**config.mk**
```make
export PLATFORM = sky130hd
export DESIGN_NAME = sump_command_decoder
export DESIGN_NICKNAME = d
export VERILOG_FILES = /design/src/rtl/scd_pkg.sv /design/src/rtl/scd_front.sv /design/src/rtl/scd_queue.sv /design/src/rtl/scd_back.sv /design/src/rtl/sump_command_decoder.sv
export SDC_FILE = /design/constraint.sdc
export NUM_CORES = 1
export LEC_CHECK = 0
export BUFFER_PORTS_ARGS = -buffer_cell sky130_fd_sc_hd__buf_2
export CAP_MARGIN = 20
export CORE_MARGIN = 2
export CORE_UTILIZATION = 45
export DETAILED_ROUTE_END_ITERATION = 7
export PLACE_DENSITY_LB_ADDON = 0.3
export SLEW_MARGIN = 20
export SYNTH_ARGS = -nofsm -noshare
export SYNTH_HDL_FRONTEND = slang
export SYNTH_SLANG_ARGS = --single-unit
```
**constraint.sdc**
```tcl
create_clock -name aclk -period 3.6 [get_ports aclk]
set_input_delay 0.36 -clock aclk [delete_from_list [all_inputs] [get_ports aclk]]
set_output_delay 0.36 -clock aclk [all_outputs]
set_load 0.1 [all_outputs]
```
**src/rtl/scd_pkg.sv**
```systemverilog
`timescale 1ns / 1ps

package scd_pkg;

    // Sizing of the decoder
    localparam int MAX_SAMPLES   = 65536;
    localparam int CAPTURE_DEPTH = 65536;
    localparam int PROBE_COUNT   = 16;
    localparam int NAME_LEN      = 26;

    localparam int COUNT_W    = 19;
    localparam int STEP_W     = 6;
    localparam int META_LEN   = NAME_LEN + 23;
    localparam int QUEUE_DEPTH = 4;
    localparam int QPTR_W     = 2;
    localparam int QCNT_W     = 3;

    localparam logic [31:0] CAPTURE_DEPTH_WORD = 32'(CAPTURE_DEPTH);
    localparam logic [31:0] SAMPLE_RATE_WORD   = 32'd20000000;
    localparam logic [COUNT_W-1:0] MAX_COUNT   = COUNT_W'(MAX_SAMPLES);

    // Host opcodes
    localparam logic [7:0] OP_RESET     = 8'h00;
    localparam logic [7:0] OP_ARM       = 8'h01;
    localparam logic [7:0] OP_QUERY     = 8'h02;
    localparam logic [7:0] OP_SELF_TEST = 8'h03;
    localparam logic [7:0] OP_METADATA  = 8'h04;
    localparam logic [7:0] OP_TRIG_MASK = 8'hC0;
    localparam logic [7:0] OP_TRIG_VAL  = 8'hC1;
    localparam logic [7:0] OP_DIVIDER   = 8'h80;
    localparam logic [7:0] OP_COUNTS    = 8'h81;
    localparam logic [7:0] OP_FLAGS     = 8'h82;

    // Result kinds
    localparam logic [1:0] KIND_REPLY    = 2'd0;
    localparam logic [1:0] KIND_ARM      = 2'd1;
    localparam logic [1:0] KIND_SETTINGS = 2'd2;

    // Commands passed from the front to the back
    typedef enum logic [2:0] {
        CMD_ARM,
        CMD_QUERY,
        CMD_META,
        CMD_MASK,
        CMD_LEVEL,
        CMD_DIV,
        CMD_COUNTS,
        CMD_FLAGS
    } cmd_t;

    typedef struct packed {
        cmd_t        cmd;
        logic [31:0] payload;
    } cmd_entry_t;

    typedef enum logic {
        BK_IDLE,
        BK_RUN
    } bk_state_t;

    // Read or delay count: 4*(n+1), saturated
    function automatic logic [COUNT_W-1:0] count_of(input logic [15:0] n);
        logic [COUNT_W-1:0] c;
        c = {1'b0, n, 2'b00} + COUNT_W'(4);
        return (c > MAX_COUNT) ? MAX_COUNT : c;
    endfunction

    function automatic logic [7:0] query_byte(input logic [1:0] i);
        case (i)
            2'd0:    return "1";
            2'd1:    return "A";
            2'd2:    return "L";
            default: return "S";
        endcase
    endfunction

    function automatic logic [7:0] name_byte(input logic [STEP_W-1:0] i);
        case (i)
            6'd0:  return "S";  6'd1:  return "U";  6'd2:  return "M";  6'd3:  return "P";
            6'd4:  return " ";  6'd5:  return "S";  6'd6:  return "i";  6'd7:  return "x";
            6'd8:  return "t";  6'd9:  return "e";  6'd10: return "e";  6'd11: return "n";
            6'd12: return " ";  6'd13: return "C";  6'd14: return "h";  6'd15: return "a";
            6'd16: return "n";  6'd17: return "n";  6'd18: return "e";  6'd19: return "l";
            6'd20: return " ";  6'd21: return "P";  6'd22: return "r";  6'd23: return "o";
            6'd24: return "b";  6'd25: return "e";  6'd26: return " ";  6'd27: return "U";
            6'd28: return "n";  6'd29: return "i";  6'd30: return "t";  6'd31: return " ";
            6'd32: return "r";  6'd33: return "e";  6'd34: return "v";  6'd35: return " ";
            6'd36: return "0";  6'd37: return ".";  6'd38: return "1";  6'd39: return "0";
            6'd40: return "A";
            default: return 8'h00;
        endcase
    endfunction

    // Metadata reply byte at a given position
    function automatic logic [7:0] meta_byte(input logic [STEP_W-1:0] idx);
        logic [STEP_W-1:0] j;
        j = idx - STEP_W'(NAME_LEN + 1);
        if (idx == '0) begin
            return 8'h01;
        end else if (idx <= STEP_W'(NAME_LEN)) begin
            return name_byte(idx - STEP_W'(1));
        end else begin
            case (j)
                6'd0:  return 8'h00;
                6'd1:  return 8'h02;
                6'd2:  return "0";
                6'd3:  return ".";
                6'd4:  return "1";
                6'd5:  return "0";
                6'd6:  return 8'h00;
                6'd7:  return 8'h21;
                6'd8:  return CAPTURE_DEPTH_WORD[31:24];
                6'd9:  return CAPTURE_DEPTH_WORD[23:16];
                6'd10: return CAPTURE_DEPTH_WORD[15:8];
                6'd11: return CAPTURE_DEPTH_WORD[7:0];
                6'd12: return 8'h23;
                6'd13: return SAMPLE_RATE_WORD[31:24];
                6'd14: return SAMPLE_RATE_WORD[23:16];
                6'd15: return SAMPLE_RATE_WORD[15:8];
                6'd16: return SAMPLE_RATE_WORD[7:0];
                6'd17: return 8'h40;
                6'd18: return 8'(PROBE_COUNT);
                6'd19: return 8'h41;
                6'd20: return 8'h02;
                default: return 8'h00;
            endcase
        end
    endfunction

endpackage

```
**src/rtl/scd_front.sv**
```systemverilog
`timescale 1ns / 1ps

module scd_front (
    input  logic                 aclk,
    input  logic                 aresetn,
    input  logic                 byte_valid,
    input  logic [7:0]           byte_data,
    input  logic                 cfg_wr_en,
    input  logic                 cfg_wr_data,
    output logic                 push,
    output scd_pkg::cmd_entry_t  push_entry
);

    logic [2:0]          payload_left_reg, payload_left_next;
    logic                pending_known_reg, pending_known_next;
    scd_pkg::cmd_t       pending_cmd_reg, pending_cmd_next;
    logic [23:0]         payload_reg, payload_next;
    logic                capture_ready_reg;

    // Capture-ready register
    always_ff @(posedge aclk) begin
        if (!aresetn) begin
            capture_ready_reg <= 1'b0;
        end else if (cfg_wr_en) begin
            capture_ready_reg <= cfg_wr_data;
        end
    end

    // Classify each word: opcode, payload byte, or final payload byte
    always_comb begin
        payload_left_next  = payload_left_reg;
        pending_known_next = pending_known_reg;
        pending_cmd_next   = pending_cmd_reg;
        payload_next       = payload_reg;
        push               = 1'b0;
        push_entry.cmd     = pending_cmd_reg;
        push_entry.payload = {byte_data, payload_reg};
        if (byte_valid) begin
            if (payload_left_reg != 3'd0) begin
                if (payload_left_reg == 3'd1) begin
                    payload_left_next = 3'd0;
                    push              = pending_known_reg;
                end else begin
                    case (payload_left_reg)
                        3'd4:    payload_next[7:0]   = byte_data;
                        3'd3:    payload_next[15:8]  = byte_data;
                        default: payload_next[23:16] = byte_data;
                    endcase
                    payload_left_next = payload_left_reg - 3'd1;
                end
            end else begin
                case (byte_data)
                    scd_pkg::OP_RESET, scd_pkg::OP_SELF_TEST: begin
                    end
                    scd_pkg::OP_ARM: begin
                        push           = capture_ready_reg;
                        push_entry.cmd = scd_pkg::CMD_ARM;
                    end
                    scd_pkg::OP_QUERY: begin
                        push           = 1'b1;
                        push_entry.cmd = scd_pkg::CMD_QUERY;
                    end
                    scd_pkg::OP_METADATA: begin
                        push           = 1'b1;
                        push_entry.cmd = scd_pkg::CMD_META;
                    end
                    default: begin
                        payload_left_next  = 3'd4;
                        pending_known_next = 1'b1;
                        case (byte_data)
                            scd_pkg::OP_TRIG_MASK: pending_cmd_next = scd_pkg::CMD_MASK;
                            scd_pkg::OP_TRIG_VAL:  pending_cmd_next = scd_pkg::CMD_LEVEL;
                            scd_pkg::OP_DIVIDER:   pending_cmd_next = scd_pkg::CMD_DIV;
                            scd_pkg::OP_COUNTS:    pending_cmd_next = scd_pkg::CMD_COUNTS;
                            scd_pkg::OP_FLAGS:     pending_cmd_next = scd_pkg::CMD_FLAGS;
                            default:               pending_known_next = 1'b0;
                        endcase
                    end
                endcase
            end
        end
    end

    // Hold decode state
    always_ff @(posedge aclk) begin
        if (!aresetn) begin
            payload_left_reg  <= 3'd0;
            pending_known_reg <= 1'b0;
            pending_cmd_reg   <= scd_pkg::CMD_ARM;
        end else begin
            payload_left_reg  <= payload_left_next;
            pending_known_reg <= pending_known_next;
            pending_cmd_reg   <= pending_cmd_next;
        end
    end

    always_ff @(posedge aclk) begin
        payload_reg <= payload_next;
    end

endmodule

```
**src/rtl/scd_queue.sv**
```systemverilog
`timescale 1ns / 1ps

module scd_queue (
    input  logic                 aclk,
    input  logic                 aresetn,
    input  logic                 push,
    input  scd_pkg::cmd_entry_t  push_entry,
    input  logic                 pop,
    output scd_pkg::cmd_entry_t  head_entry,
    output logic                 full,
    output logic                 empty
);

    scd_pkg::cmd_entry_t             entry_reg [scd_pkg::QUEUE_DEPTH];
    logic [scd_pkg::QPTR_W-1:0]      wr_ptr_reg, rd_ptr_reg;
    logic [scd_pkg::QCNT_W-1:0]      count_reg;

    assign full       = (count_reg == scd_pkg::QCNT_W'(scd_pkg::QUEUE_DEPTH));
    assign empty      = (count_reg == '0);
    assign head_entry = entry_reg[rd_ptr_reg];

    // Advance pointers and fill level
    always_ff @(posedge aclk) begin
        if (!aresetn) begin
            wr_ptr_reg <= '0;
            rd_ptr_reg <= '0;
            count_reg  <= '0;
        end else begin
            if (push) begin
                wr_ptr_reg <= wr_ptr_reg + scd_pkg::QPTR_W'(1);
            end
            if (pop) begin
                rd_ptr_reg <= rd_ptr_reg + scd_pkg::QPTR_W'(1);
            end
            if (push && !pop) begin
                count_reg <= count_reg + scd_pkg::QCNT_W'(1);
            end else if (pop && !push) begin
                count_reg <= count_reg - scd_pkg::QCNT_W'(1);
            end
        end
    end

    always_ff @(posedge aclk) begin
        if (push) begin
            entry_reg[wr_ptr_reg] <= push_entry;
        end
    end

endmodule

```
**src/rtl/scd_back.sv**
```systemverilog
`timescale 1ns / 1ps

module scd_back (
    input  logic                                aclk,
    input  logic                                aresetn,
    input  logic                                q_empty,
    input  scd_pkg::cmd_entry_t                 q_head,
    output logic                                pop,
    output logic                                res_valid,
    input  logic                                res_ready,
    output logic [1:0]                          res_kind,
    output logic [7:0]                          res_tx_byte,
    output logic                                res_last,
    output logic [15:0]                         trig_mask,
    output logic [15:0]                         trig_value,
    output logic [23:0]                         sample_divider,
    output logic [scd_pkg::COUNT_W-1:0]         read_samples,
    output logic [scd_pkg::COUNT_W-1:0]         delay_samples,
    output logic                                rle_on,
    output logic [3:0]                          group_enable
);

    scd_pkg::bk_state_t              state_reg, state_next;
    scd_pkg::cmd_t                   cmd_reg;
    logic [31:0]                     arg_reg;
    logic [scd_pkg::STEP_W-1:0]      step_reg;
    logic                            valid_reg;
    logic [1:0]                      kind_reg, kind_next;
    logic [7:0]                      tx_reg, tx_next;
    logic                            last_reg, last_next;
    logic                            emit;
    logic                            slot_free;
    logic [15:0]                     mask_reg;
    logic [15:0]                     level_reg;
    logic [23:0]                     divider_reg;
    logic [scd_pkg::COUNT_W-1:0]     read_count_reg, delay_count_reg;
    logic                            rle_reg;
    logic [3:0]                      groups_reg;

    assign slot_free = !valid_reg || res_ready;

    // Next state and per-step result
    always_comb begin
        state_next = state_reg;
        pop        = 1'b0;
        emit       = 1'b0;
        kind_next  = scd_pkg::KIND_SETTINGS;
        tx_next    = 8'h00;
        last_next  = 1'b1;
        case (cmd_reg)
            scd_pkg::CMD_ARM: begin
                kind_next = scd_pkg::KIND_ARM;
            end
            scd_pkg::CMD_QUERY: begin
                kind_next = scd_pkg::KIND_REPLY;
                tx_next   = scd_pkg::query_byte(step_reg[1:0]);
                last_next = (step_reg == scd_pkg::STEP_W'(3));
            end
            scd_pkg::CMD_META: begin
                kind_next = scd_pkg::KIND_REPLY;
                tx_next   = scd_pkg::meta_byte(step_reg);
                last_next = (step_reg == scd_pkg::STEP_W'(scd_pkg::META_LEN - 1));
            end
            default: begin
            end
        endcase
        case (state_reg)
            scd_pkg::BK_IDLE: begin
                if (!q_empty) begin
                    pop        = 1'b1;
                    state_next = scd_pkg::BK_RUN;
                end
            end
            scd_pkg::BK_RUN: begin
                if (slot_free) begin
                    emit = 1'b1;
                    if (last_next) begin
                        state_next = scd_pkg::BK_IDLE;
                    end
                end
            end
            default: state_next = scd_pkg::BK_IDLE;
        endcase
    end

    always_ff @(posedge aclk) begin
        if (!aresetn) begin
            state_reg <= scd_pkg::BK_IDLE;
        end else begin
            state_reg <= state_next;
        end
    end

    // Load the command and step through its results
    always_ff @(posedge aclk) begin
        if (pop) begin
            cmd_reg  <= q_head.cmd;
            arg_reg  <= q_head.payload;
            step_reg <= '0;
        end else if (emit) begin
            step_reg <= step_reg + scd_pkg::STEP_W'(1);
        end
    end

    // Output register
    always_ff @(posedge aclk) begin
        if (!aresetn) begin
            valid_reg <= 1'b0;
        end else if (emit) begin
            valid_reg <= 1'b1;
        end else if (res_ready) begin
            valid_reg <= 1'b0;
        end
    end

    always_ff @(posedge aclk) begin
        if (emit) begin
            kind_reg <= kind_next;
            tx_reg   <= tx_next;
            last_reg <= last_next;
        end
    end

    // Apply a setting as its result is loaded
    always_ff @(posedge aclk) begin
        if (!aresetn) begin
            mask_reg        <= '0;
            level_reg       <= '0;
            divider_reg     <= '0;
            read_count_reg  <= '0;
            delay_count_reg <= '0;
            rle_reg         <= 1'b0;
            groups_reg      <= 4'd3;
        end else if (emit) begin
            case (cmd_reg)
                scd_pkg::CMD_MASK:  mask_reg    <= arg_reg[15:0];
                scd_pkg::CMD_LEVEL: level_reg   <= arg_reg[15:0];
                scd_pkg::CMD_DIV:   divider_reg <= arg_reg[23:0];
                scd_pkg::CMD_COUNTS: begin
                    read_count_reg  <= scd_pkg::count_of(arg_reg[15:0]);
                    delay_count_reg <= scd_pkg::count_of(arg_reg[31:16]);
                end
                scd_pkg::CMD_FLAGS: begin
                    rle_reg    <= arg_reg[8];
                    groups_reg <= ~arg_reg[5:2];
                end
                default: begin
                end
            endcase
        end
    end

    assign res_valid      = valid_reg;
    assign res_kind       = kind_reg;
    assign res_tx_byte    = tx_reg;
    assign res_last       = last_reg;
    assign trig_mask      = mask_reg;
    assign trig_value     = level_reg;
    assign sample_divider = divider_reg;
    assign read_samples   = read_count_reg;
    assign delay_samples  = delay_count_reg;
    assign rle_on         = rle_reg;
    assign group_enable   = groups_reg;

endmodule

```
**src/rtl/sump_command_decoder.sv**
```systemverilog
`timescale 1ns / 1ps

// Channel   Direction  Handshake           Contents
// s_        in         s_tvalid/s_tready   host byte
// m_        out        m_tvalid/m_tready   result: kind, reply byte, current settings
// cfg_      in         cfg_wr_en           capture_ready
//
// One host byte is accepted per cycle while the four-entry command queue has room.
// The back end emits one result per cycle while the m_ side is ready, and returns to its
// idle state between commands. Results: query 4, metadata NAME_LEN + 23, arm/settings 1.
// Reset is synchronous, active low; settings return to zero with groups 0 and 1 on.
// A stalled m_ side fills the queue, then holds s_tready low.

module sump_command_decoder (
    input  logic         aclk,
    input  logic         aresetn,
    input  logic         s_tvalid,
    output logic         s_tready,
    input  logic [7:0]   s_tdata,   // [7:0] rx_byte
    output logic         m_tvalid,
    input  logic         m_tready,
    output logic [111:0] m_tdata,   // [7:0] tx_byte, [23:8] trig_mask, [39:24] trig_value,
                                    // [63:40] sample_divider, [82:64] read_samples,
                                    // [101:83] delay_samples, [102] rle_on,
                                    // [106:103] group_enable, rest zero
    output logic [1:0]   m_tuser,   // [1:0] kind
    output logic         m_tlast,
    input  logic         cfg_wr_en,
    input  logic         cfg_wr_data
);

    logic                             q_full, q_empty, push, pop;
    scd_pkg::cmd_entry_t              push_entry, head_entry;
    logic [7:0]                       tx_byte;
    logic [15:0]                      trig_mask, trig_value;
    logic [23:0]                      sample_divider;
    logic [scd_pkg::COUNT_W-1:0]      read_samples, delay_samples;
    logic                             rle_on;
    logic [3:0]                       group_enable;

    assign s_tready = !q_full;

    scd_front u_front (
        .aclk        (aclk),
        .aresetn     (aresetn),
        .byte_valid  (s_tvalid && !q_full),
        .byte_data   (s_tdata),
        .cfg_wr_en   (cfg_wr_en),
        .cfg_wr_data (cfg_wr_data),
        .push        (push),
        .push_entry  (push_entry)
    );

    scd_queue u_queue (
        .aclk       (aclk),
        .aresetn    (aresetn),
        .push       (push),
        .push_entry (push_entry),
        .pop        (pop),
        .head_entry (head_entry),
        .full       (q_full),
        .empty      (q_empty)
    );

    scd_back u_back (
        .aclk           (aclk),
        .aresetn        (aresetn),
        .q_empty        (q_empty),
        .q_head         (head_entry),
        .pop            (pop),
        .res_valid      (m_tvalid),
        .res_ready      (m_tready),
        .res_kind       (m_tuser),
        .res_tx_byte    (tx_byte),
        .res_last       (m_tlast),
        .trig_mask      (trig_mask),
        .trig_value     (trig_value),
        .sample_divider (sample_divider),
        .read_samples   (read_samples),
        .delay_samples  (delay_samples),
        .rle_on         (rle_on),
        .group_enable   (group_enable)
    );

    // Pack the result word
    assign m_tdata = {5'b0, group_enable, rle_on, delay_samples, read_samples,
                      sample_divider, trig_value, trig_mask, tx_byte};

endmodule

```
==> impl_metrics.xml, run 1 <==
<?xml version="1.0" encoding="UTF-8"?>
<metrics>
  <group name="finish">
    <metric name="area.growth.synth_to_final" unit="%">14.6</metric>
    <metric name="layout.filler_cells" unit="">2669</metric>
    <metric name="max_reg_flops" unit="">140</metric>
    <metric name="final_cell_count_no_fill" unit="">1640</metric>
    <metric name="layout-drive-gt1-share" unit="%">20.2</metric>
    <metric name="finish.utilization" unit="%">52.3</metric>
    <metric name="design.final.nets" unit="">1257</metric>
    <metric name="antenna_cells" unit="">0</metric>
    <metric name="fin_area" unit="sq um">16000</metric>
  </group>
  <group name="clock_tree">
    <metric name="cts.sink_count" unit="">327</metric>
    <metric name="cts_tree" unit="">built</metric>
    <metric name="clkLatencyLatePin" unit="ns">0.50</metric>
    <metric name="cts_setup_buffers" unit="">0</metric>
    <metric name="clk_pin_slew" unit="ns">0.06</metric>
    <metric name="cts_max_level" unit="">2</metric>
    <metric name="post_cts_hold_buffer_count" unit="">0</metric>
    <metric name="post_cts_resize_count" unit="">0</metric>
    <metric name="maximum_clock_insertion_buffer_count" unit="">3</metric>
    <metric name="clock-root-buffer" unit="">clkbuf_16</metric>
    <metric name="clock_buffer_count_from_cts" unit="">34</metric>
  </group>
  <group name="logic_synthesis">
    <metric name="mappedNetlistArea" unit="sq um">14000</metric>
    <metric name="netlist.top_cell.by_area" unit="">edfxtp_1</metric>
    <metric name="post_synthesis_cell_count" unit="">1112</metric>
    <metric name="post_synth_arst_share" unit="%">0</metric>
    <metric name="avgSynthCellArea" unit="sq um">12.5</metric>
    <metric name="synth_sequential_area_ratio" unit="%">61.9</metric>
    <metric name="postSynthRegisterBits" unit="">327</metric>
    <metric name="synth_top_cells_by_area" unit="">edfxtp_1 (45%), dfxtp_1 (17%), mux4_2 (5.7%)</metric>
    <metric name="yosys_warnings" unit="">0</metric>
    <metric name="synth_top_cell_area_share" unit="%">45.0</metric>
    <metric name="synth_flop_cell" unit="">edfxtp_1</metric>
    <metric name="synth.distinct_cells" unit="">78</metric>
    <metric name="number_of_enable_flip_flop_cells_after_synthesis" unit="">209</metric>
  </group>
  <group name="grt">
    <metric name="via_count_of_the_first_global_routing_pass" unit="">8723</metric>
    <metric name="grt_start_max_net_pins" unit="">59</metric>
    <metric name="total_gr_overflow" unit="">0</metric>
    <metric name="grt_usage" unit="%">19.1</metric>
    <metric name="antenna_found_initial" unit="">0</metric>
    <metric name="wire_length_of_the_first_global_routing_pass" unit="microns">49600</metric>
  </group>
  <group name="sta">
    <metric name="final_max_slew_viol_count" unit="">0</metric>
    <metric name="rsz_0062_raised_after_global_routing" unit="">no</metric>
    <metric name="max_freq" unit="MHz">357</metric>
    <metric name="final_critical_path_setup_slack" unit="ns">0.799</metric>
    <metric name="finalHoldViolations" unit="">0</metric>
    <metric name="slew_of_the_pin_with_the_lowest_slew_margin" unit="ns">1.02</metric>
    <metric name="final_min_period_over_clock_period" unit="%">77.8</metric>
    <metric name="layout_min_cycle_time" unit="ns">2.80</metric>
    <metric name="worst_slew_margin_rel" unit="%">31.1</metric>
    <metric name="clock_tree_skew_after_final_layout" unit="ns">0.0120</metric>
    <metric name="final.hold.worst_slack" unit="ns">0.0986</metric>
    <metric name="report.final.setup_viol" unit="">0</metric>
    <metric name="setup_tns" unit="ns">0</metric>
  </group>
  <group name="critical_path">
    <metric name="startpoint_type_of_the_worst_setup_path" unit="">flip-flop</metric>
    <metric name="critPathCaptureType" unit="">flip-flop</metric>
    <metric name="startpoint" unit="">u_back.step_reg[0]</metric>
    <metric name="crit_end" unit="">u_back.res_tx_byte[0]</metric>
    <metric name="cp.arrival" unit="ns">3.12</metric>
    <metric name="timing.rr.start" unit="">u_back.step_reg[0]</metric>
    <metric name="critical_path_class" unit="">flip-flop to flip-flop</metric>
    <metric name="crit_path_max_fanout" unit="">11</metric>
    <metric name="worst_r2r_path_depth" unit="">8</metric>
    <metric name="crit_required" unit="ns">3.92</metric>
    <metric name="r2r_end" unit="">u_back.res_tx_byte[0]</metric>
    <metric name="reg2reg_setup_slack" unit="ns">0.80</metric>
  </group>
  <group name="placement">
    <metric name="number_of_placed_cells_counting_well_taps" unit="">1578</metric>
    <metric name="gp_congestion" unit="">0.880</metric>
    <metric name="placement.io_buffers" unit="">120</metric>
    <metric name="placement.setup.worst_slack" unit="ns">0.409</metric>
    <metric name="dp_hpwl" unit="microns">20600</metric>
    <metric name="post_dp_cell_area" unit="sq um">14900</metric>
  </group>
  <group name="outcome">
    <metric name="outcome" unit="">finished, final reports clean</metric>
  </group>
  <group name="route">
    <metric name="dr.pass1.iters" unit="">5</metric>
    <metric name="drt-vias-per-instance" unit="">5.52</metric>
    <metric name="detail-route-antenna-nets" unit="">0</metric>
    <metric name="finalWirelength" unit="microns">31200</metric>
    <metric name="routed-via-count" unit="">9057</metric>
    <metric name="initial_drc_count" unit="">677</metric>
    <metric name="post-route-drc-count" unit="">0</metric>
    <metric name="route.detailed.wl_per_inst" unit="microns">19.0</metric>
  </group>
  <group name="worst_hold_path">
    <metric name="timing.hold.worst.class" unit="">input pin to flip-flop</metric>
    <metric name="worst_hold_startpoint" unit="">cfg_wr_data</metric>
  </group>
  <group name="die">
    <metric name="die_area" unit="sq um">32400</metric>
    <metric name="dieWidth" unit="microns">180</metric>
    <metric name="floorplan.core_area" unit="sq um">30600</metric>
    <metric name="top_level_ports" unit="">131</metric>
    <metric name="die-height" unit="microns">180</metric>
    <metric name="row_cnt" unit="">64</metric>
    <metric name="initial_core_util" unit="%">45.6</metric>
  </group>
  <group name="run">
    <metric name="maxCapViolCount" unit="">0</metric>
  </group>
  <group name="power_and_ir_drop">
    <metric name="vdd.ir_drop.worst" unit="V">0.000374</metric>
    <metric name="report.power.total" unit="mW">11.8</metric>
    <metric name="leakage" unit="nW">6.02</metric>
    <metric name="power_per_cell_area" unit="nW/um^2">737</metric>
  </group>
</metrics>
[cells by family (layout without fill, tap and decap cells)]
kind of cell             Yosys count  in the layout  share of synthesized area, %
multiplexers                      76             76                          8.60
other                              1             10                        0.0269
AO/OA/AOI/OAI                    186            186                          8.60
buffers and inverters            107            230                          3.76
flip-flops                       327            327                          61.9
XOR/XNOR                          49             49                          3.08
AND/OR/NAND/NOR                  342            342                          11.8
adder cells (fa/ha/maj)           24             24                          2.21
[critical path, cell delays in order (launching register included)]
cell and delay [ns]:
dfxtp_1 0.31, inv_1 0.19, ha_1 0.48, nor3b_1 0.41, xnor2_1 0.29, a221oi_1 0.30
o21ai_0 0.18, a2111o_1 0.39, o221ai_1 0.08
[worst min path at each step]
stage                           endpoint  slack (ns)  cells after the start
2_1_floorplan           u_back.res_valid        0.46                      2
5_1_grt        u_front.capture_ready_reg        0.11                      3
3_5_place_dp     u_back.read_samples[13]        0.44                      2
6_report       u_front.capture_ready_reg         0.1                      3
4_1_cts        u_front.capture_ready_reg        0.09                      3
3_3_place_gp      u_back.read_samples[5]        0.43                      2
[cell usage after synthesis (4+ instances only)]
cell      count
a211o_1       6
a211oi_1      4
a21o_1        7
a21oi_1      63
a22oi_1       4
a311oi_1      9
a31oi_1      11
a32o_1        6
and2_1        9
and3_1       13
buf_1         9
buf_2         6
buf_4        12
buf_6         4
clkbuf_1     51
dfxtp_1     118
edfxtp_1    209
ha_1         23
inv_1        20
mux2i_1      40
mux4_2       35
nand2_1     112
nand2b_1      7
nand3_1      23
nand3b_1      5
nand4_1      13
nor2_1       94
nor3_1       20
nor3b_1       6
nor4_1        9
o21ai_0      40
or3_1         7
xnor2_1      28
xor2_1       21
[routing by layer]
layer  global-route usage (%)  wire length (microns)
met4                     3.84                    480
met5                        0                      0
met1                     28.0                  14800
met2                     30.7                  14400
met3                     2.71                   1460
[cells in the final DEF (no fill, tap or decap), drive strengths merged, types with 20 or more instances in the layout]
cell type  count
o21ai         40
xnor2         28
a21oi         63
dfxtp        118
mux4          35
inv           22
nor3          20
nor2          94
clkbuf        46
nand2        112
buf          147
edfxtp       209
xor2          21
ha            23
mux2i         40
nand3         23
[report_power, final]
part | total, mW | leakage [nW] | internal, mW | switching, mW
sequential | 5.25 | 2.87 | 4.50 | 0.744
combinational | 3.22 | 2.63 | 1.10 | 2.12
clock | 3.32 | 0.527 | 1.94 | 1.38
[final cells by class]
cell class                 count  area [sq um]  area share [%]
timing repair buffer         147           870            5.44
clock inverter                15           106           0.665
tap                          396           495            3.10
sequential                   327          8640            54.1
clock buffer                  46           957            5.99
inverter                      22          82.6           0.517
multi-input combinational    687          4830            30.2
No activity file was read; power rests on OpenSTA's default activity.
==> run 2, diff against run 1 <==
ABC_AREA = 1   (was not set)
clock period = 2.59 ns   (was 3.6 ns; I/O delays follow)
==> run 2 against run 1 <==
Flip-flop and latch count unchanged. Global-route usage is 0.95 points higher. Largest cell class unchanged. Largest power group is now combinational logic. Sequential share of layout area down 1.0 points. Critical path type unchanged. Critical endpoint is now u_back.res_tx_byte[1].
==> impl_metrics.xml, run 2 <==
<?xml version="1.0" encoding="UTF-8"?>
<metrics>
  <group name="sta">
    <metric name="worst_slew_margin_rel" unit="%">42.3</metric>
    <metric name="final_min_period_over_clock_period" unit="%">92.7</metric>
    <metric name="max_freq" unit="MHz">416</metric>
    <metric name="final_critical_path_setup_slack" unit="ns">0.189</metric>
    <metric name="final_max_slew_viol_count" unit="">0</metric>
    <metric name="slew_of_the_pin_with_the_lowest_slew_margin" unit="ns">0.864</metric>
    <metric name="finalHoldViolations" unit="">0</metric>
    <metric name="layout_min_cycle_time" unit="ns">2.40</metric>
    <metric name="final.hold.worst_slack" unit="ns">0.0696</metric>
    <metric name="clock_tree_skew_after_final_layout" unit="ns">0.0160</metric>
    <metric name="report.final.setup_viol" unit="">0</metric>
  </group>
  <group name="route">
    <metric name="initial_drc_count" unit="">852</metric>
    <metric name="route.detailed.wl_per_inst" unit="microns">16.7</metric>
    <metric name="drt-vias-per-instance" unit="">5.28</metric>
    <metric name="routed-via-count" unit="">10500</metric>
    <metric name="finalWirelength" unit="microns">33300</metric>
    <metric name="detail-route-antenna-nets" unit="">0</metric>
    <metric name="dr.pass1.iters" unit="">5</metric>
    <metric name="post-route-drc-count" unit="">0</metric>
  </group>
  <group name="power_and_ir_drop">
    <metric name="power_per_cell_area" unit="nW/um^2">1200</metric>
    <metric name="vdd.ir_drop.worst" unit="V">0.000553</metric>
    <metric name="leakage" unit="nW">6.49</metric>
  </group>
  <group name="grt">
    <metric name="wire_length_of_the_first_global_routing_pass" unit="microns">52800</metric>
    <metric name="grt_usage" unit="%">20.1</metric>
    <metric name="grt_start_max_net_pins" unit="">75</metric>
    <metric name="antenna_found_initial" unit="">0</metric>
    <metric name="total_gr_overflow" unit="">0</metric>
    <metric name="via_count_of_the_first_global_routing_pass" unit="">9934</metric>
  </group>
  <group name="logic_synthesis">
    <metric name="post_synth_arst_share" unit="%">0</metric>
    <metric name="avgSynthCellArea" unit="sq um">9.74</metric>
    <metric name="synth_most_common_cell" unit="">nand2_1</metric>
    <metric name="synth_flop_cell" unit="">edfxtp_1</metric>
    <metric name="synth.distinct_cells" unit="">41</metric>
    <metric name="postSynthRegisterBits" unit="">327</metric>
    <metric name="synth_top_cell_area_share" unit="%">45.0</metric>
    <metric name="synth_sequential_area_ratio" unit="%">61.9</metric>
    <metric name="ys_top_cells_by_count" unit="">nand2_1 (214), edfxtp_1 (209), nor2_1 (193)</metric>
    <metric name="netlist.top_cell.by_area" unit="">edfxtp_1</metric>
    <metric name="post_synthesis_cell_count" unit="">1432</metric>
    <metric name="mappedNetlistArea" unit="sq um">13900</metric>
    <metric name="synth_top_cells_by_area" unit="">edfxtp_1 (45%), dfxtp_1 (17%), o21ai_0 (6.6%)</metric>
    <metric name="yosys_warnings" unit="">0</metric>
    <metric name="number_of_enable_flip_flop_cells_after_synthesis" unit="">209</metric>
  </group>
  <group name="placement">
    <metric name="dp_hpwl" unit="microns">22600</metric>
    <metric name="gp_congestion" unit="">0.902</metric>
    <metric name="placement.setup.worst_slack" unit="ns">0.114</metric>
    <metric name="placement.io_buffers" unit="">120</metric>
  </group>
  <group name="clock_tree">
    <metric name="clk_pin_slew" unit="ns">0.06</metric>
    <metric name="maximum_clock_insertion_buffer_count" unit="">3</metric>
    <metric name="cts_setup_buffers" unit="">0</metric>
    <metric name="clkLatencyLatePin" unit="ns">0.51</metric>
    <metric name="cts_tree" unit="">built</metric>
    <metric name="cts_max_level" unit="">2</metric>
    <metric name="clock-root-buffer" unit="">clkbuf_16</metric>
    <metric name="cts.sink_count" unit="">327</metric>
    <metric name="clock_buffer_count_from_cts" unit="">35</metric>
  </group>
  <group name="die">
    <metric name="row_cnt" unit="">64</metric>
    <metric name="floorplan.core_area" unit="sq um">30600</metric>
    <metric name="top_level_ports" unit="">131</metric>
    <metric name="initial_core_util" unit="%">45.6</metric>
    <metric name="die_area" unit="sq um">32400</metric>
    <metric name="dieWidth" unit="microns">180</metric>
    <metric name="die-height" unit="microns">180</metric>
  </group>
  <group name="finish">
    <metric name="max_reg_flops" unit="">140</metric>
    <metric name="layout.filler_cells" unit="">2702</metric>
    <metric name="multiInputGateArea" unit="sq um">4640</metric>
    <metric name="layout-drive-gt1-share" unit="%">17.4</metric>
    <metric name="final-seq-area" unit="sq um">8640</metric>
    <metric name="antenna_cells" unit="">0</metric>
    <metric name="layout_commonest_cell" unit="">nand2_1</metric>
    <metric name="area.growth.synth_to_final" unit="%">16.8</metric>
    <metric name="finish.utilization" unit="%">53.2</metric>
    <metric name="mostFrequentLayoutCells" unit="">nand2_1 (214), edfxtp_1 (209), nor2_1 (186), o21ai_0 (182), buf_2 (120)</metric>
    <metric name="design.final.nets" unit="">1614</metric>
  </group>
  <group name="critical_path">
    <metric name="crit_path_max_fanout" unit="">11</metric>
    <metric name="critical_path_class" unit="">flip-flop to flip-flop</metric>
    <metric name="cp.arrival" unit="ns">2.63</metric>
    <metric name="critPathCaptureType" unit="">flip-flop</metric>
    <metric name="startpoint_type_of_the_worst_setup_path" unit="">flip-flop</metric>
    <metric name="crit_required" unit="ns">2.82</metric>
  </group>
  <group name="run">
    <metric name="maxCapViolCount" unit="">0</metric>
  </group>
  <group name="outcome">
    <metric name="outcome" unit="">finished, final reports clean</metric>
  </group>
  <group name="worst_hold_path">
    <metric name="timing.hold.worst.class" unit="">input pin to flip-flop</metric>
  </group>
</metrics>
## run 2: cell count changes after synthesis, sizes merged, moves of 14 or more
cell | before | now
o22ai | 3 | 38
xnor2 | 28 | 2
nor2 | 94 | 205
o21ai | 40 | 187
buf | 31 | 17
mux4 | 35 | 0
and3 | 14 | 0
nand2 | 112 | 231
a21oi | 63 | 112
inv | 21 | 115
mux2i | 40 | 0
nand3 | 23 | 58
## run 2: worst max-delay path, cell delays in order (launching register included)
cell and delay (ns):
dfxtp_1 0.38, inv_1 0.10, ha_1 0.20, inv_1 0.07
ha_1 0.33, clkinvlp_4 0.21, ha_1 0.34, nand2_1 0.07
o211ai_1 0.08, nand3_1 0.12, nand2_1 0.05, nand3_1 0.07
o21ai_0 0.09
## run 2: area by class of cell
| cell class | count | share of cell area, % |
|---|---|---|
| Clock buffer | 55 | 6.22 |
| Clock inverter | 7 | 0.284 |
| Inverter | 117 | 2.73 |
| Multi-Input combinational cell | 928 | 28.5 |
| Sequential cell | 327 | 53.1 |
| Tap cell | 396 | 3.04 |
| Timing Repair Buffer | 167 | 6.19 |
## run 2: power by group
part | internal, mW | leakage, nW | switching [mW]
Clock | 2.69 | 0.514 | 1.91
Sequential | 6.72 | 2.87 | 0.679
Combinational | 1.80 | 3.11 | 5.73
Total | 11.2 | 6.49 | 8.31
## run 2: layer usage
metal	track usage (%)	vias up	wire, microns
met2	32.5	324	15400
met3	2.95	52	2010
met5	0	-	0
met4	4.71	0	603
met1	28.7	4994	15300
li1	-	5171	-
## run 2: logic make-up after synthesis
| group | count (synthesis) | share of synthesized area (%) |
|---|---|---|
| simple gates | 532 | 16.1 |
| compound gates | 349 | 13.4 |
| flops | 327 | 61.9 |
| buf+inv | 186 | 5.48 |
| fa+ha+maj | 24 | 2.21 |
| xor+xnor | 13 | 0.870 |
| other cells | 1 | 0.0269 |
## run 2: what timing repair did
item	4_1_cts	5_1_grt
hold endpoints to repair	1	0
hold buffers	2	0
setup endpoints to repair	0	4
resized for setup	0	5
## run 2: final timing paths
check | startpoint | to | slack (ns) | depth (start not counted)
worst max-delay path | u_back.step_reg[1] | u_back.res_tx_byte[1] | 0.19 | 12
worst min-delay path | s_tdata[7] | u_front.payload_reg[15] | 0.07 | 1
worst max register to register | u_back.step_reg[1] | u_back.res_tx_byte[1] | 0.19 | 12
worst min register to register | u_back.delay_samples[17] | u_back.delay_samples[17] | 0.42 | 2
## run 2: per-stage QoR
stage	total power, mW	instances	area [sq um]	setup TNS [ns]
6_report	19.5	1997	16300	0
5_1_grt	20.6	1997	16300	-0.0111
3_5_place_dp	14.9	1933	15200	0
3_3_place_gp	14.8	1933	15200	0
2_1_floorplan	12.9	1441	14000	0
4_1_cts	19.6	1997	16300	0
==> run 3, diff against run 2 <==
CORE_UTILIZATION = 59   (was 45)
==> run 3 against run 2 <==
Clock skew rose by 0.0043 ns. Sequential share of layout area barely moved. Clock power rose by 5.9%. Combinational power rose by 0.8%. Sequential power barely moved. Critical path type unchanged.
==> impl_metrics.xml, run 3 (synthesis results as in run 2) <==
<?xml version="1.0" encoding="UTF-8"?>
<metrics>
  <group name="finish">
    <metric name="area.growth.synth_to_final" unit="%">16.7</metric>
    <metric name="final-seq-area" unit="sq um">8640</metric>
    <metric name="layout_commonest_cell" unit="">nand2_1</metric>
    <metric name="antenna_cells" unit="">0</metric>
    <metric name="final_cell_count_no_fill" unit="">1915</metric>
    <metric name="layout.filler_cells" unit="">1781</metric>
    <metric name="mostFrequentLayoutCells" unit="">nand2_1 (214), edfxtp_1 (209), nor2_1 (186), o21ai_0 (182), buf_2 (120)</metric>
    <metric name="layout-drive-gt1-share" unit="%">17.8</metric>
    <metric name="max_reg_flops" unit="">140</metric>
    <metric name="design.final.nets" unit="">1611</metric>
    <metric name="multiInputGateArea" unit="sq um">4650</metric>
  </group>
  <group name="route">
    <metric name="route.detailed.wl_per_inst" unit="microns">17.4</metric>
    <metric name="initial_drc_count" unit="">816</metric>
    <metric name="post-route-drc-count" unit="">0</metric>
    <metric name="routed-via-count" unit="">10700</metric>
    <metric name="drt-vias-per-instance" unit="">5.59</metric>
    <metric name="finalWirelength" unit="microns">33300</metric>
    <metric name="detail-route-antenna-nets" unit="">0</metric>
    <metric name="dr.pass1.iters" unit="">5</metric>
  </group>
  <group name="clock_tree">
    <metric name="cts.sink_count" unit="">327</metric>
    <metric name="cts_setup_buffers" unit="">0</metric>
    <metric name="clock-root-buffer" unit="">clkbuf_16</metric>
    <metric name="clk_pin_slew" unit="ns">0.06</metric>
    <metric name="clkLatencyLatePin" unit="ns">0.51</metric>
    <metric name="maximum_clock_insertion_buffer_count" unit="">3</metric>
    <metric name="clock_buffer_count_from_cts" unit="">35</metric>
    <metric name="cts_max_level" unit="">2</metric>
    <metric name="cts_tree" unit="">built</metric>
  </group>
  <group name="critical_path">
    <metric name="cp_slowest_stage_delay" unit="ns">0.39</metric>
    <metric name="critical_path_class" unit="">flip-flop to flip-flop</metric>
    <metric name="critPathMostFrequentCell" unit="">ha_1</metric>
    <metric name="timing.critical_path.slowest_stage_cell" unit="">dfxtp_1</metric>
    <metric name="reg2reg_setup_slack" unit="ns">0.22</metric>
    <metric name="timing.rr.start" unit="">u_back.step_reg[1]</metric>
    <metric name="critPathCaptureType" unit="">flip-flop</metric>
    <metric name="cp.arrival" unit="ns">2.61</metric>
    <metric name="startpoint" unit="">u_back.step_reg[1]</metric>
    <metric name="worst_r2r_path_depth" unit="">12</metric>
    <metric name="crit_required" unit="ns">2.83</metric>
    <metric name="startpoint_type_of_the_worst_setup_path" unit="">flip-flop</metric>
    <metric name="r2r_end" unit="">u_back.res_tx_byte[1]</metric>
    <metric name="cp_cell_sequence" unit="">inv_1 &gt; ha_1 &gt; inv_1 &gt; ha_1 &gt; clkinvlp_4 &gt; ha_1 &gt; nand2_1 &gt; o211ai_1 &gt; nand3_1 &gt; nand2_1 &gt; nand3_1 &gt; o21ai_0</metric>
    <metric name="crit_path_max_fanout" unit="">11</metric>
  </group>
  <group name="die">
    <metric name="dieWidth" unit="microns">158</metric>
    <metric name="row_cnt" unit="">56</metric>
    <metric name="initial_core_util" unit="%">59.8</metric>
    <metric name="top_level_ports" unit="">131</metric>
    <metric name="die-height" unit="microns">158</metric>
    <metric name="die_area" unit="sq um">24900</metric>
    <metric name="floorplan.core_area" unit="sq um">23300</metric>
  </group>
  <group name="worst_hold_path">
    <metric name="worst_hold_path.endpoint" unit="">u_front.payload_reg[5]</metric>
    <metric name="timing.hold.worst_path_depth" unit="">1</metric>
    <metric name="timing.hold.worst.class" unit="">input pin to flip-flop</metric>
    <metric name="worst_hold_startpoint" unit="">s_tdata[5]</metric>
  </group>
  <group name="placement">
    <metric name="dp_hpwl" unit="microns">22200</metric>
    <metric name="number_of_placed_cells_counting_well_taps" unit="">1853</metric>
    <metric name="gp_congestion" unit="">0.903</metric>
    <metric name="placement.io_buffers" unit="">120</metric>
  </group>
  <group name="grt">
    <metric name="total_gr_overflow" unit="">0</metric>
    <metric name="grt_start_max_net_pins" unit="">74</metric>
    <metric name="grt_usage" unit="%">26.7</metric>
    <metric name="wire_length_of_the_first_global_routing_pass" unit="microns">51800</metric>
    <metric name="via_count_of_the_first_global_routing_pass" unit="">9931</metric>
    <metric name="antenna_found_initial" unit="">1</metric>
  </group>
  <group name="sta">
    <metric name="setup_tns" unit="ns">0</metric>
    <metric name="clock_tree_skew_after_final_layout" unit="ns">0.0202</metric>
    <metric name="worst_slew_margin_rel" unit="%">54.9</metric>
    <metric name="rsz_0062_raised_after_global_routing" unit="">no</metric>
    <metric name="final_min_period_over_clock_period" unit="%">91.5</metric>
    <metric name="final.hold.worst_slack" unit="ns">0.0606</metric>
    <metric name="report.final.setup_viol" unit="">0</metric>
    <metric name="max_freq" unit="MHz">422</metric>
    <metric name="slew_of_the_pin_with_the_lowest_slew_margin" unit="ns">0.677</metric>
    <metric name="finalHoldViolations" unit="">0</metric>
    <metric name="final_max_slew_viol_count" unit="">0</metric>
    <metric name="layout_min_cycle_time" unit="ns">2.37</metric>
  </group>
  <group name="outcome">
    <metric name="outcome" unit="">finished, final reports clean</metric>
  </group>
  <group name="run">
    <metric name="maxCapViolCount" unit="">0</metric>
  </group>
  <group name="power_and_ir_drop">
    <metric name="power_per_cell_area" unit="nW/um^2">1220</metric>
    <metric name="leakage" unit="nW">6.52</metric>
    <metric name="vdd.ir_drop.worst" unit="V">0.00111</metric>
  </group>
</metrics>
-- run 3: cell count changes in the layout (fill, tap and decap cells not counted), sizes merged --
cell / before / now
buf: 165 / 162
inv: 115 / 117
clkinv: 8 / 15
clkbuf: 55 / 39
bufinv: 0 / 3
clkinvlp: 1 / 3
-- run 3: power breakdown --
group	internal (mW)	switching, mW
combinational	1.85	5.74
sequential	6.72	0.699
clock	2.88	1.99
-- run 3: worst max-delay path by stage --
stage,end,slack [ns],depth (start not counted)
CTS,u_queue.count_reg[2],0.12,16
finish,u_back.res_tx_byte[1],0.22,12
floorplan,u_back.res_tx_byte[1],0.03,13
global route,u_queue.count_reg[2],0.02,16
detailed placement,u_queue.count_reg[2],0.003,16
global placement,u_queue.count_reg[2],0.06,16
-- run 3: what timing repair did --
action,4_1_cts,5_1_grt
endpoints found under the hold margin,1,0
resized for setup,0,9
hold buffers,2,0
endpoints found under the setup margin,0,6
-- run 3: critical path, delay by kind of cell, from the launching register on --
family	cells	cell delay [ns]
AO/OA/AOI/OAI	2	0.14
AND/OR/NAND/NOR	4	0.32
adder cells (fa/ha/maj)	3	0.89
buffers and inverters	3	0.39
flip-flops	1	0.39
-- run 3: per-stage QoR --
| step | total power, mW | area [sq um] | worst slack [ns] | util (%) |
|---|---|---|---|---|
| 5_1_grt | 20.9 | 16300 | 0.0199 | 69.8 |
| 4_1_cts | 19.8 | 16300 | 0.123 | 69.7 |
| 3_3_place_gp | 14.8 | 15100 | 0.0641 | 64.7 |
| 6_report | 19.9 | 16300 | 0.219 | 69.8 |
| 2_1_floorplan | 12.9 | 14000 | 0.0338 | - |
| 3_5_place_dp | 14.9 | 15100 | 0.00335 | 64.7 |
-- run 3: cell type report --
class	instances	area share [%]
Tap cell	319	2.45
Inverter	117	2.73
Clock buffer	39	5.67
Clock inverter	21	1.28
Sequential cell	327	53.1
Timing Repair Buffer	164	6.21
Multi-Input combinational cell	928	28.6
-- run 3: layer usage --
layer | global-route usage [%] | wire [microns]
met1 | 38.1 | 14500
met2 | 42.9 | 15700
met5 | 0 | 0
met3 | 4.30 | 2540
met4 | 6.80 | 586
